File: config.mk
export PLATFORM = sky130hd
export DESIGN_NAME = ils_seq
export DESIGN_NICKNAME = d
export VERILOG_FILES = /design/src/sv/ils_pkg.sv /design/src/sv/ils_seq.sv
export SDC_FILE = /design/constraint.sdc
export NUM_CORES = 1
export LEC_CHECK = 0
export BUFFER_PORTS_ARGS = -buffer_cell sky130_fd_sc_hd__buf_2
export CORE_MARGIN = 3
export CORE_UTILIZATION = 28
export CTS_CLUSTER_DIAMETER = 30
export DETAILED_ROUTE_END_ITERATION = 7
export HOLD_SLACK_MARGIN = 0.03
export PLACE_DENSITY = 0.53
export SYNTH_ARGS = -nofsm -noshare
export SYNTH_HDL_FRONTEND = slang
export SYNTH_SLANG_ARGS = --single-unit
File: constraint.sdc
create_clock -name i_clk -period 5.24 [get_ports i_clk]
set_clock_uncertainty 0.05 [all_clocks]
set_input_delay 1.048 -clock i_clk [delete_from_list [all_inputs] [get_ports i_clk]]
set_output_delay 1.048 -clock i_clk [all_outputs]
set_load 0.02 [all_outputs]
File: src/sv/ils_pkg.sv
// ----------------------------------------------------------------------------
// ils_pkg
// Shared types and constants for the indexed list store.
// ----------------------------------------------------------------------------
package ils_pkg;

    localparam int unsigned LIST_CAPACITY_DEF = 1024;
    localparam int unsigned KIND_W  = 3;
    localparam int unsigned POS_W   = 11;
    localparam int unsigned VALUE_W = 32;
    localparam int unsigned STAT_W  = 2;

    typedef enum logic [KIND_W-1:0] {
        KIND_READ   = 3'd0,
        KIND_FRONT  = 3'd1,
        KIND_BACK   = 3'd2,
        KIND_AT     = 3'd3,
        KIND_DELETE = 3'd4
    } t_kind;

    typedef enum logic [STAT_W-1:0] {
        ST_DONE  = 2'd0,
        ST_RANGE = 2'd1,
        ST_FULL  = 2'd2
    } t_status;

    typedef enum logic [2:0] {
        S_IDLE,
        S_RDWAIT,
        S_INS,
        S_INSW,
        S_DEL,
        S_DONE
    } t_state;

    typedef struct packed {
        logic signed [VALUE_W-1:0] read_value;
        t_status                   status;
    } t_result;

endpackage

File: src/sv/ils_seq.sv
// ----------------------------------------------------------------------------
// ils_seq
// Operation sequencer: decodes an operation, walks the entry store one entry
// per cycle to open or close a gap, and keeps the entry count.
// ----------------------------------------------------------------------------
module ils_seq #(
    parameter int unsigned CAPACITY = 1024,
    parameter int unsigned AW       = 10,
    parameter int unsigned CW       = 11
) (
    input  logic                              i_clk,
    input  logic                              i_rst_n,
    input  logic                              i_op_valid,
    output logic                              o_op_ready,
    input  logic [ils_pkg::KIND_W-1:0]        i_kind,
    input  logic [ils_pkg::POS_W-1:0]         i_position,
    input  logic signed [ils_pkg::VALUE_W-1:0] i_value,
    output logic                              o_res_valid,
    input  logic                              i_res_take,
    output ils_pkg::t_result                  o_res,
    output logic                              o_we,
    output logic [AW-1:0]                     o_waddr,
    output logic [ils_pkg::VALUE_W-1:0]       o_wdata,
    output logic                              o_re,
    output logic [AW-1:0]                     o_raddr,
    input  logic [ils_pkg::VALUE_W-1:0]       i_rdata
);
    import ils_pkg::*;

    localparam int unsigned MW = (CW > POS_W) ? CW : POS_W;
    localparam logic [CW-1:0] CAP_C = CW'(CAPACITY);

    t_state             r_state, n_state;
    logic [AW-1:0]      r_pos, n_pos;
    logic [AW-1:0]      r_idx, n_idx;
    logic [CW-1:0]      r_count, n_count;
    logic [VALUE_W-1:0] r_val, n_val;
    t_result            r_res, n_res;
    logic               r_use_rd, n_use_rd;

    t_kind         kind;
    logic [MW-1:0] pos_x, cnt_x;
    logic          rd_ok, ins_range, full, append, del_last, is_ins;
    logic          ins_end, del_end;

    assign kind   = t_kind'(i_kind);
    assign cnt_x  = MW'(r_count);
    assign is_ins = (kind == KIND_FRONT) || (kind == KIND_BACK) || (kind == KIND_AT);

    always_comb begin
        case (kind)
            KIND_FRONT: pos_x = '0;
            KIND_BACK:  pos_x = cnt_x;
            default:    pos_x = MW'(i_position);
        endcase
    end

    assign rd_ok     = pos_x < cnt_x;
    assign ins_range = pos_x > cnt_x;
    assign full      = r_count == CAP_C;
    assign append    = pos_x == cnt_x;
    assign del_last  = pos_x == (cnt_x - MW'(1));
    assign ins_end   = r_idx == r_pos;
    assign del_end   = CW'(r_idx) == (r_count - CW'(1));

    // Next state.
    always_comb begin
        n_state = r_state;
        case (r_state)
            S_IDLE: begin
                if (i_op_valid) begin
                    n_state = S_DONE;
                    if (kind == KIND_READ && rd_ok) begin
                        n_state = S_RDWAIT;
                    end else if (is_ins && !ins_range && !full && !append) begin
                        n_state = S_INS;
                    end else if (kind == KIND_DELETE && rd_ok && !del_last) begin
                        n_state = S_DEL;
                    end
                end
            end
            S_RDWAIT: n_state = S_DONE;
            S_INS:    n_state = ins_end ? S_INSW : S_INS;
            S_INSW:   n_state = S_DONE;
            S_DEL:    n_state = del_end ? S_DONE : S_DEL;
            S_DONE:   n_state = i_res_take ? S_IDLE : S_DONE;
            default:  n_state = S_IDLE;
        endcase
    end

    // Datapath registers and store accesses.
    always_comb begin
        n_pos    = r_pos;
        n_idx    = r_idx;
        n_count  = r_count;
        n_val    = r_val;
        n_res    = r_res;
        n_use_rd = r_use_rd;
        o_we     = 1'b0;
        o_waddr  = r_pos;
        o_wdata  = r_val;
        o_re     = 1'b0;
        o_raddr  = r_idx;
        case (r_state)
            S_IDLE: begin
                if (i_op_valid) begin
                    n_pos    = AW'(pos_x);
                    n_val    = i_value;
                    n_use_rd = 1'b0;
                    n_res.read_value = '0;
                    n_res.status     = ST_DONE;
                    case (kind)
                        KIND_READ: begin
                            if (rd_ok) begin
                                o_re     = 1'b1;
                                o_raddr  = AW'(pos_x);
                                n_use_rd = 1'b1;
                            end else begin
                                n_res.read_value = '1;
                                n_res.status     = ST_RANGE;
                            end
                        end
                        KIND_FRONT, KIND_BACK, KIND_AT: begin
                            if (ins_range) begin
                                n_res.status = ST_RANGE;
                            end else if (full) begin
                                n_res.status = ST_FULL;
                            end else if (append) begin
                                o_we    = 1'b1;
                                o_waddr = AW'(pos_x);
                                o_wdata = i_value;
                                n_count = r_count + CW'(1);
                            end else begin
                                o_re    = 1'b1;
                                o_raddr = AW'(r_count - CW'(1));
                                n_idx   = AW'(r_count - CW'(1));
                            end
                        end
                        KIND_DELETE: begin
                            if (!rd_ok) begin
                                n_res.status = ST_RANGE;
                            end else if (del_last) begin
                                n_count = r_count - CW'(1);
                            end else begin
                                o_re    = 1'b1;
                                o_raddr = AW'(pos_x + MW'(1));
                                n_idx   = AW'(pos_x + MW'(1));
                            end
                        end
                        default: ;
                    endcase
                end
            end
            S_INS: begin
                // Move entry idx up by one; the read of idx-1 never hits idx+1.
                o_we    = 1'b1;
                o_waddr = r_idx + AW'(1);
                o_wdata = i_rdata;
                if (!ins_end) begin
                    o_re    = 1'b1;
                    o_raddr = r_idx - AW'(1);
                    n_idx   = r_idx - AW'(1);
                end
            end
            S_INSW: begin
                o_we    = 1'b1;
                o_waddr = r_pos;
                o_wdata = r_val;
                n_count = r_count + CW'(1);
            end
            S_DEL: begin
                o_we    = 1'b1;
                o_waddr = r_idx - AW'(1);
                o_wdata = i_rdata;
                if (del_end) begin
                    n_count = r_count - CW'(1);
                end else begin
                    o_re    = 1'b1;
                    o_raddr = r_idx + AW'(1);
                    n_idx   = r_idx + AW'(1);
                end
            end
            default: ;
        endcase
    end

    // Outputs.
    always_comb begin
        o_op_ready  = r_state == S_IDLE;
        o_res_valid = r_state == S_DONE;
        o_res       = r_res;
        if (r_use_rd) begin
            o_res.read_value = i_rdata;
        end
    end

    always_ff @(posedge i_clk) begin
        if (!i_rst_n) begin
            r_state <= S_IDLE;
            r_count <= '0;
        end else begin
            r_state <= n_state;
            r_count <= n_count;
        end
        r_pos    <= n_pos;
        r_idx    <= n_idx;
        r_val    <= n_val;
        r_res    <= n_res;
        r_use_rd <= n_use_rd;
    end

    a_count_cap: assert property (@(posedge i_clk) disable iff (!i_rst_n)
        r_count <= CAP_C)
        else $error("entry count above capacity");

    a_shift_idx: assert property (@(posedge i_clk) disable iff (!i_rst_n)
        (r_state == S_INS || r_state == S_DEL) |-> (CW'(r_idx) < r_count))
        else $error("shift index outside the list");

    a_count_move: assert property (@(posedge i_clk) disable iff (!i_rst_n)
        (r_state == S_DONE || r_state == S_RDWAIT) |=> $stable(r_count))
        else $error("entry count changed outside an update");

endmodule

Yosys cells after proc, flatten, opt, wreduce, memory -nomap -nowiden
Index checks and enable logic that the tools add are counted.
{"block": "classes", "n_lt_le_gt_ge": 2, "n_eq_ne": 22, "multipliers": 0, "n_reduce_logical": 23, "n_addsub": 5, "n_mux": 67, "n_div": 0, "n_shift": 0, "bitwise_logic": 0}
{"op": "32-bit two-way mux", "count": 6}
{"op": "10-bit two-way mux", "count": 15}
{"op": "10-bit case mux with 3 select lines", "count": 4}
{"op": "11-bit two-way mux", "count": 7}
{"op": "32-bit case mux with 2 select lines", "count": 1}
{"op": "11-bit case mux with 2 select lines", "count": 2}
{"op": "34-bit two-way mux", "count": 1}
{"op": "11-bit case mux with 3 select lines", "count": 1}
{"op": "11-bit == test", "count": 2}
{"op": "10-bit by 1-bit adder with 10-bit output (second input constant)", "count": 2}
{"op": "10-bit case mux with 2 select lines", "count": 1}
{"op": "1-bit two-way mux", "count": 18}
{"op": "3-bit != test (second input constant)", "count": 5}
{"op": "3-bit case mux with 5 select lines", "count": 1}
{"op": "3-bit by 2-bit == test with 1-bit output (second input constant)", "count": 4}
{"op": "3-bit two-way mux", "count": 4}
{"op": "11-bit by 1-bit adder with 11-bit output (second input constant)", "count": 1}
{"op": "10-bit by 11-bit == test with 1-bit output", "count": 1}
{"op": "11-bit == test (second input constant)", "count": 1}
{"op": "11-bit greater-than comparator", "count": 1}
{"op": "11-bit less-than comparator", "count": 1}
{"op": "11-bit by 1-bit subtractor with 11-bit output (second input constant)", "count": 1}
{"op": "10-bit == test", "count": 1}
{"op": "10-bit by 1-bit subtractor with 10-bit output (second input constant)", "count": 1}
{"op": "other kinds (18)", "count": 37}
{"block": "word_totals", "mem_bits_ro": 0, "n_memories": 0, "elab_cells": 127, "latchBits": 0, "register_bits": 101, "ram_bits": 0, "output_inout_bits": 90, "inputBits": 82}

Depth between registers and ports, before layout
Gate-level depths: netlist (run 1).
{"block": "depth", "ltp_word": 11, "ltp_mapped": 17, "ltp_nobuf": 13}

Worst setup path after synthesis (run 1)
Ideal clock, no wire load.
{"block": "synth_timing", "kind": "input port to output port", "startpoint": "input i_kind[0] (netlist bit)", "endpoint": "output o_raddr[4]", "arrival_ns": 4.760, "required_time_ns": 4.142, "cell_stages": 15, "setup_slack_ns": -0.618, "path_buffers": 3, "cell_sequence": "clkbuf_1 -> buf_2 -> buf_2 -> nor3b_1 -> a211oi_1 -> inv_1 -> ha_1 -> a21oi_1 -> o21ai_0 -> or3_1 -> nor2_1 -> a21oi_1 -> o221ai_1 -> a21oi_1 -> o32ai_1"}
{"block": "synth_via", "elab_chain_len": 9, "elab_cells_between_ends": 21, "classes_between": "1 x add/sub; 2 x order compare; 6 x eq/ne; 10 x mux; 2 x reduce/logical"}
{"item": "from (decl)", "line_no": "ils_seq.sv:15", "text": "input logic [ils_pkg::KIND_W-1:0] i_kind,"}
{"item": "3-bit by 2-bit == test with 1-bit output or 3-bit by 1-bit == test with 1-bit output (tied branches)", "line_no": "ils_seq.sv:51", "text": "case (kind)"}
{"item": "11-bit case mux with 2 select lines (*)", "line_no": "ils_seq.sv:51"}
{"item": "named net pos_x[8]", "line_no": "ils_seq.sv:42", "text": "logic [MW-1:0] pos_x, cnt_x;"}
{"item": "branches (longest 4 deep; another with 11-bit less-than comparator)"}
{"item": "10-bit case mux with 3 select lines (*)", "line_no": "ils_seq.sv:112", "text": "case (kind)"}
{"item": "10-bit two-way mux (*)", "line_no": "ils_seq.sv:106", "text": "if (i_op_valid) begin"}
{"item": "10-bit case mux with 3 select lines (*)", "line_no": "ils_seq.sv:104", "text": "case (r_state)"}
{"item": "to (decl)", "line_no": "ils_seq.sv:25", "text": "output logic [AW-1:0] o_raddr,"}
Mark *: on every way through the listed nets, which the timed path passes.

Worst setup path in the final report (run 1)
{"block": "layout_timing", "startpoint": "input i_kind[0] (netlist bit)", "endpoint": "output o_raddr[8]"}
{"block": "layout_via", "elab_chain_len": 9, "elab_cells_between_ends": 21, "classes_between": "1 x add/sub; 2 x order compare; 6 x eq/ne; 10 x mux; 2 x reduce/logical"}
{"item": "3-bit by 2-bit == test with 1-bit output or 3-bit by 1-bit == test with 1-bit output (tied branches)", "line_no": "ils_seq.sv:51"}
{"item": "11-bit case mux with 2 select lines (*)", "line_no": "ils_seq.sv:51"}
{"item": "named net pos_x[1]", "line_no": "ils_seq.sv:42"}
{"item": "branches (longest 4 deep; another with 10-bit by 1-bit adder with 10-bit output)"}
{"item": "10-bit case mux with 3 select lines (*)", "line_no": "ils_seq.sv:112"}
{"item": "10-bit two-way mux (*)", "line_no": "ils_seq.sv:106"}
{"item": "10-bit case mux with 3 select lines (*)", "line_no": "ils_seq.sv:104"}
Marks and branches as above.

==> results of run 1 <==
-- what timing repair did --
item	in CTS	in global routing
cloned	0	4
setup buffers	0	5
hold buffers	0	0
pin swaps	1	18
endpoints found under the setup margin	44	54
hold endpoints to repair	0	0
resized for setup	15	60
-- cells in the mapped netlist (6+ instances only) --
cell,instances,area [µm²]
nor3b_1,9,67.6
a21oi_1,80,400
nor3_1,31,155
or3_1,12,75.1
o22ai_1,12,75.1
ha_1,16,200
nor2b_1,12,75.1
o221ai_1,11,96.3
xor2_1,14,123
nor2_1,72,270
xnor2_1,24,210
o21ai_0,50,250
a221oi_1,11,96.3
a22oi_1,37,278
edfxtp_1,56,1680
nand4_1,10,62.6
or2_2,8,50.1
nor4_1,9,56.3
a21o_1,6,45.0
inv_1,29,109
a211oi_1,14,105
nand2_1,199,747
mux2i_1,13,130
dfxtp_1,14,280
a31oi_1,7,43.8
clkbuf_1,65,244
nand2_2,6,37.5
and3_1,7,43.8
o211ai_1,9,67.6
a221o_1,6,60.1
nand3_1,28,140
nand2b_1,8,50.1
-- metrics by stage --
stage | util [%] | instance area (µm²) | hold WS, ns | power, mW | std cells
global placement | 35.4 | 8920 | 0.517 | 3.26 | 1495
global route | 38.2 | 9620 | 0.592 | 4.29 | 1520
finish | 38.2 | 9620 | 0.556 | 4.04 | 1520
CTS | 36.9 | 9280 | 0.546 | 3.91 | 1511
detailed placement | 35.4 | 8920 | 0.536 | 3.27 | 1495
floorplan | - | 7270 | 0.504 | 2.39 | 979
-- worst register-to-register path: cells and delay by family (launching register included) --
family | cells | cell delay [ns]
buffers and inverters | 3 | 0.46
AO/OA/AOI/OAI | 3 | 0.99
flip-flops | 1 | 0.31
AND/OR/NAND/NOR | 5 | 1.79
multiplexers | 1 | 0.18
-- per-layer routing --
metal,wire [µm],up-vias,global-route usage [%]
met5,0,-,0
met4,1080,0,8.14
met3,2290,74,3.86
met2,14400,399,34.9
met1,14000,4079,30.3
li1,-,4007,-
-- flip-flops by register name, summed over array words and instances, names as in the netlist --
| signal | count |
|---|---|
| r_res | 1 |
| r_val | 32 |
| r_state | 3 |
| cnt_x | 11 |
| o_res | 2 |
| r_idx | 10 |
| r_use_rd | 1 |
| r_pos | 10 |
-- cell usage in the layout (no fill, tap or decap), types with 10 or more instances in the layout --
| master | n |
|---|---|
| edfxtp_1 | 56 |
| nor3_1 | 30 |
| mux2i_1 | 13 |
| xor2_1 | 14 |
| or3_1 | 11 |
| nor2b_1 | 10 |
| a22oi_1 | 37 |
| nand4_1 | 10 |
| nand2_1 | 195 |
| o22ai_1 | 12 |
| nor2_1 | 68 |
| a21oi_1 | 70 |
| xnor2_1 | 24 |
| nand3_1 | 27 |
| buf_4 | 103 |
| ha_1 | 14 |
| a221oi_1 | 10 |
| buf_2 | 161 |
| dfxtp_1 | 14 |
| inv_1 | 28 |
| clkbuf_16 | 11 |
| o21ai_0 | 43 |
-- how the worst max path moves through the flow --
stage                   start         end  slack [ns]  cells after the start
finish              i_kind[0]  o_raddr[8]        0.05                     15
global route        i_kind[0]  o_waddr[0]       -0.07                     15
floorplan           i_kind[0]  o_waddr[0]        0.01                     14
CTS                 i_kind[1]  o_raddr[4]       -0.01                     14
global placement    i_kind[1]  o_raddr[8]       -0.15                     15
detailed placement  i_kind[1]  o_raddr[8]       -0.19                     15
-- power breakdown --
group	switching, mW	internal, mW	leakage (nW)
Sequential	0.170	0.731	0.643
Combinational	1.58	0.947	3.34
Clock	0.283	0.332	0.139
Total	2.03	2.01	4.12
-- kinds of logic (layout without fill, tap and decap cells) --
group                      count (synthesis)  in the layout
xor gates and xnor gates                  39             39
adders and majority gates                 16             16
AOI/OAI and AO/OA                        296            297
DFF                                       70             70
and+or+nand+nor                          431            431
muxes                                     15             15
buffers and inverters                    112            322
-- layout make-up --
| type | count | area (µm²) |
|---|---|---|
| fill | 2641 | 15600 |
| inverter | 31 | 116 |
| sequential | 70 | 1960 |
| clock inverter | 7 | 62.6 |
| multi-input combinational | 798 | 5090 |
| clock buffer | 9 | 225 |
| tap | 330 | 413 |
| timing repair buffer | 275 | 1760 |
==> impl_metrics.ini, run 1 <==
[run_status]
status = finished clean

[hold_path]
whs_path_depth = 2
hold_start = cnt_x[4]
hold_end = cnt_x[4]
hold_path_class = flop to flop

[clocking]
htree_levels = 3
numCtsBuffers = 9
cts.clk_slew.worst_paths_ns = 0.06
cts_tree = built
cts_root_buffer = clkbuf_16
clk_latency_ns = 0.35
cts_sinks = 70
clockBufferDepth = 2

[logic_synthesis]
syn_nets = 1077
synthAdderAreaFrac_pct = 2.79
synth-simple-area-share_pct = 27.9
syn_avg_cell_area_um2 = 7.34
synth_top_family_by_area = compound AO/OA/AOI/OAI gates
synth_top_flop_cell = edfxtp_1
synth_compound_area_share_pct = 28.3
synth_seq_cells = 70
synth_cells = 979
synthXorXnorAreaFrac_pct = 4.94
synthMuxAreaShare_pct = 2.12
synth_async_sr_flop_share_pct = 0
synth_cell_types = 82
synthesis.area_um2 = 7190
ys_seq_area_share_pct = 27.3
ys_warn_count = 0
synth_edf_count = 56

[worst_setup_path]
cp-end-kind = output pin
r2r_start = cnt_x[0]
r2r_setup_slack_ns = 1.40
arrival_ns = 4.09
timing.rr.end = cnt_x[3]
cp.buffers_inverters = 3
max_stage_delay_ns = 0.37
crit_top_cell = buf_4
critical-path-slowest-cell = a221o_1
cpLargestDelayFamily = compound AO/OA/AOI/OAI gates
crit_type = input port to output pin
crit_fanout = 5
crit_required_ns = 4.14
cp_cell_sequence = clkbuf_4 -> a21o_2 -> a221o_1 -> ha_1 -> nor2b_1 -> o21a_1 -> o21bai_2 -> a21o_1 -> nand2_2 -> a211o_1 -> buf_4 -> o221ai_1 -> o21ai_1 -> a21oi_2 -> buf_4
r2r_cells = 12
start_kind = input port

[placement]
dp_hpwl_um = 24100
dp_worst_setup_slack_ns = -0.186
port_buffers = 171
finalWeightedCongestion = 0.956

[floorplanning]
start_util_pct = 28.5
die_x_um = 166
fp.dieH_um = 166
die-area_um2 = 27600
num_io_pins = 172
core_um2 = 25200
fp-row-count = 58

[global_routing]
grt_use_total_pct = 22.1
antenna_found_initial = 0
grt_overflow_total = 0
grt_pass1_vias = 8274
grt_pass1_wl_um = 48800
grt_start_max_net_pins = 43

[final_layout]
areaGrowthSynthToFinish_pct = 33.9
num_antenna_cells = 0
nNetsFinal = 1283
layout-drive-gt1-share_pct = 31.8

[sta]
relSlewSlack_pct = 22.1
drv_slew = 0
setup_violations = 0
layout_setup_ws_ns = 0.0521
tightest_slew_ns = 1.17
hold_viol = 0
finalSetupTns_ns = 0
period_share_pct = 99.0
max_freq_ghz = 0.193
finalCriticalPeriod_ns = 5.19
rsz0062_at_grt = true

[route]
drc = 0
postRouteAntennaNets = 0
vias = 8559
dr.pass1.iters = 5
drt-initial-drc-count = 749
viasPerCell = 5.63
drt_wl_total_um = 31800
wl_per_cell_um = 20.9

[power_and_ir_drop]
p_leak_nw = 4.12
p_per_area_nw_per_um2 = 420
ir_worst_vdd_v = 0.000178

[flow_run]
maxCapViolations = 0
(Power assumes the default switching activity.)
==> run 2, diff against run 1 <==
Settings changed: CELL_PAD_IN_SITES_DETAIL_PLACEMENT set to 1, CELL_PAD_IN_SITES_GLOBAL_PLACEMENT set to 1, PLACE_DENSITY 0.53 to 0.68.
==> impl_metrics.ini, run 2 (synthesis gave the netlist of run 1 again) <==
[run_status]
status = finished clean

[clocking]
cts_root_buffer = clkbuf_16
htree_levels = 3
cts_tree = built
hold_buffers = 0
cts.clk_slew.worst_paths_ns = 0.06
cts_sinks = 70
clockBufferDepth = 2
clk_latency_ns = 0.35
numCtsBuffers = 9

[worst_setup_path]
crit_top_cell = buf_4
crit_required_ns = 4.14
critical-path-slowest-cell = or2_2
cpLargestDelayFamily = compound AO/OA/AOI/OAI gates
crit_fanout = 5
cp-end-kind = output pin
max_stage_delay_ns = 0.32
arrival_ns = 4.12
timing.rr.end = r_idx[1]
cp.buffers_inverters = 3
r2r_start = cnt_x[0]
start_kind = input port
r2r_setup_slack_ns = 1.38
cp_cell_sequence = buf_2 -> a21o_4 -> and2_1 -> or2_2 -> ha_1 -> o21a_1 -> o21bai_4 -> a21o_1 -> nand2_4 -> a211o_1 -> buf_4 -> o21ai_4 -> o21ai_2 -> a32oi_2 -> buf_4
cp.depth = 15
r2r_cells = 12
crit_type = input port to output pin

[floorplanning]
num_io_pins = 172
fp.dieH_um = 166
fp-row-count = 58
start_util_pct = 28.5
core_um2 = 25200
die-area_um2 = 27600
die_x_um = 166

[route]
wl_met1_um = 15000
postRouteAntennaNets = 0
wl_per_cell_um = 22.6
highest_layer = met4
drc = 0
vias = 8735
drt-initial-drc-count = 716
met2_length_um = 16500
dr.pass1.iters = 5
viasPerCell = 5.71
route.met3.wl_um = 1930
drt_wl_total_um = 34500

[global_routing]
grt_overflow_total = 0
grt_pass1_wl_um = 52400
grt_pass1_vias = 8855
antenna_found_initial = 0
grt_start_max_net_pins = 47
grt_use_total_pct = 23.8

[power_and_ir_drop]
p_leak_nw = 4.18
p_per_area_nw_per_um2 = 421
ir_worst_vdd_v = 0.000149
total_power_mw = 4.11

[sta]
drv_slew = 0
layout_setup_ws_ns = 0.0221
finalCriticalPeriod_ns = 5.22
max_freq_ghz = 0.192
relSlewSlack_pct = 18.7
rsz0062_at_grt = true
setup_violations = 0
tightest_slew_ns = 1.22
fin_hold_ws_ns = 0.577
period_share_pct = 99.6
hold_viol = 0

[final_layout]
areaGrowthSynthToFinish_pct = 35.9
layout-drive-gt1-share_pct = 33.6
final_core_util_pct = 38.8
num_antenna_cells = 0
final_common_cell = nand2_1
regMostFlops = r_val
final_cell_mix = 196 x nand2_1, 162 x buf_2, 111 x buf_4
nNetsFinal = 1292
final_cells = 1529
largest_reg_flops = 32

[placement]
finalWeightedCongestion = 0.931
dp_hpwl_um = 25900
post-place-cells = 1500
port_buffers = 171
dp_worst_setup_slack_ns = -0.199

[hold_path]
hold_start = cnt_x[3]
hold_path_class = flop to flop
hold_end = cnt_x[3]
whs_path_depth = 2

[flow_run]
maxCapViolations = 0
## run 2: cell type report
| type | count | area, µm² |
|---|---|---|
| flip-flops and latches | 70 | 1960 |
| repair buffers | 284 | 1810 |
| clock buffers | 9 | 225 |
| clock inverters | 7 | 48.8 |
| well taps | 330 | 413 |
| inverters | 31 | 116 |
| multi-input cells | 798 | 5190 |
| fillers | 3068 | 15400 |
## run 2: report_power, final
part	switching (mW)	internal, mW	leakage, nW	total (mW)
combinational	1.67	0.967	3.40	2.64
sequential	0.144	0.731	0.643	0.874
clock	0.283	0.322	0.136	0.605
total	2.10	2.02	4.18	4.11
## run 2: how the worst max path moves through the flow
stage / from / end / slack, ns
6_report: i_kind[0] / o_raddr[3] / 0.02
5_1_grt: i_kind[0] / o_raddr[7] / -0.1
4_1_cts: i_kind[0] / o_raddr[3] / 0.004
3_5_place_dp: i_kind[1] / o_raddr[0] / -0.20
3_3_place_gp: i_kind[1] / o_raddr[7] / -0.15
2_1_floorplan: i_kind[0] / o_waddr[0] / 0.01
## run 2: timing repair
action,4_1_cts,5_1_grt
endpoints found under the setup margin,46,54
setup buffers,1,10
pin swaps,2,28
gates resized for setup,16,84
gates cloned,0,2
## run 2: stage by stage
stage	setup TNS [ns]	instance area, µm²
finish	0	9760
global route	-0.623	9760
CTS	0	9310
detailed placement	-3.24	8950
global placement	-0.861	8950
floorplan	0	7270
## run 2: tightest hold or removal path: stages, from the launching register on
cell and delay (ns):
dfxtp_1 0.42, nand2_1 0.10, mux2i_1 0.06
## run 2: layer usage
metal / track usage (%) / vias to the layer above
li1: - / 4030
met2: 39.2 / 308
met1: 31.7 / 4326
met3: 3.93 / 71
met5: 0 / -
met4: 8.36 / 0
==> run 3, diff against run 2 <==
Settings changed: PLACE_DENSITY 0.68 to 0.74, RECOVER_POWER set to 100.
==> impl_metrics.ini, run 3 (synthesis gave the netlist of run 1 again) <==
[clocking]
clk_latency_ns = 0.35
numCtsBuffers = 9
htree_levels = 3
hold_buffers = 0
clockBufferDepth = 2
cts_sinks = 70
cts_tree = built
cts_root_buffer = clkbuf_16
cts.clk_slew.worst_paths_ns = 0.06

[route]
drt_wl_total_um = 35400
vias = 8874
postRouteAntennaNets = 0
dr.pass1.iters = 5
drt-initial-drc-count = 912
wl_per_cell_um = 23.2
drc = 0
viasPerCell = 5.82

[global_routing]
grt_overflow_total = 0
antenna_found_initial = 0
grt_use_total_pct = 23.5
grt_start_max_net_pins = 43
grt_pass1_vias = 8637
grt_pass1_wl_um = 51700

[final_layout]
final_common_cell = nand2_1
regMostFlops = r_val
num_antenna_cells = 0
layout-drive-gt1-share_pct = 31.5
largest_reg_flops = 32
areaGrowthSynthToFinish_pct = 37.4
final_cell_mix = 198 x nand2_1, 137 x buf_2, 110 x buf_4
nNetsFinal = 1289

[sta]
layout_setup_ws_ns = 0.0558
setup_violations = 0
max_freq_ghz = 0.193
rsz0062_at_grt = true
period_share_pct = 98.9
tightest_slew_ns = 1.28
finalSetupTns_ns = 0
fin_hold_ws_ns = 0.511
relSlewSlack_pct = 14.8
hold_viol = 0
drv_slew = 0
finalCriticalPeriod_ns = 5.18

[floorplanning]
num_io_pins = 172
fp.dieH_um = 166
die-area_um2 = 27600
core_um2 = 25200
start_util_pct = 28.5
fp-row-count = 58
die_x_um = 166

[power_and_ir_drop]
ir_worst_vdd_v = 0.000144
p_leak_nw = 4.17
p_per_area_nw_per_um2 = 417

[hold_path]
hold_path_class = flop to flop

[worst_setup_path]
start_kind = input port
crit_type = input port to output pin
cp-end-kind = output pin
arrival_ns = 4.09
crit_required_ns = 4.14
crit_fanout = 5

[flow_run]
maxCapViolations = 0

[placement]
finalWeightedCongestion = 1.00
dp_worst_setup_slack_ns = -0.230
port_buffers = 171
dp_hpwl_um = 26000

[run_status]
status = finished clean
## run 3: cell types whose count changed in the layout (fill, tap and decap cells not counted), moves of 3 or more
| cell | before | now |
|---|---|---|
| a21oi_1 | 62 | 72 |
| a21oi_2 | 16 | 7 |
| buf_12 | 3 | 6 |
| buf_2 | 162 | 137 |
| buf_6 | 6 | 3 |
| clkbuf_1 | 0 | 18 |
| clkbuf_16 | 10 | 14 |
| nor3b_1 | 7 | 1 |
| nor3b_2 | 2 | 9 |
| o22ai_1 | 8 | 12 |
| o22ai_2 | 3 | 0 |
## run 3: path summary, 6_finish.rpt
check	start	end	slack (ns)	cells past startpoint
worst min register to register	cnt_x[8]	cnt_x[8]	0.51	2
worst min-delay path	cnt_x[8]	cnt_x[8]	0.51	2
worst max-delay path	i_kind[1]	o_raddr[4]	0.06	15
worst max register to register	cnt_x[1]	cnt_x[3]	1.25	12
## run 3: routing by layer
layer | vias up | wire [µm] | GRT usage [%]
met5 | - | 0 | 0
met4 | 0 | 1250 | 8.25
met3 | 75 | 2400 | 3.19
met2 | 414 | 16700 | 38.1
met1 | 4366 | 15100 | 32.1
li1 | 4019 | - | -
## run 3: timing repair
item	4_1_cts	5_1_grt
resized for setup	19	85
endpoints found under the hold margin	0	0
setup buffers	1	5
setup endpoints to repair	47	53
gates cloned	0	7
pin swaps	2	30
## run 3: final cells by class
cell class	instances	area, µm²
fill	3115	15300
inverter	31	116
clock buffer	9	225
tap	330	413
timing repair buffer	281	1880
multi-input combinational	798	5220
clock inverter	6	61.3
sequential	70	1960
## run 3: report_power, final
group	internal [mW]	switching [mW]	total, mW
Combinational	0.925	1.66	2.59
Sequential	0.732	0.168	0.900
Clock	0.366	0.263	0.629
## run 3: critical path: stages
cell      delay (ns)
clkbuf_4        0.16
buf_4           0.16
nor2b_4         0.14
a221o_1         0.38
ha_4            0.24
nor2b_1         0.13
o21a_1          0.20
o21bai_4        0.18
a21o_1          0.18
nand2_2         0.11
a21oi_2         0.17
mux2_2          0.41
a211oi_2        0.27
o32ai_2         0.12
buf_2           0.19
## run 3: through the flow
step | total power [mW] | util (%) | area, µm² | instances
floorplan | 2.39 | - | 7270 | 979
finish | 4.12 | 39.2 | 9880 | 1525
CTS | 3.96 | 37.1 | 9330 | 1514
global placement | 3.27 | 35.6 | 8950 | 1498
detailed placement | 3.31 | 35.6 | 8950 | 1498
global route | 4.34 | 39.2 | 9880 | 1525
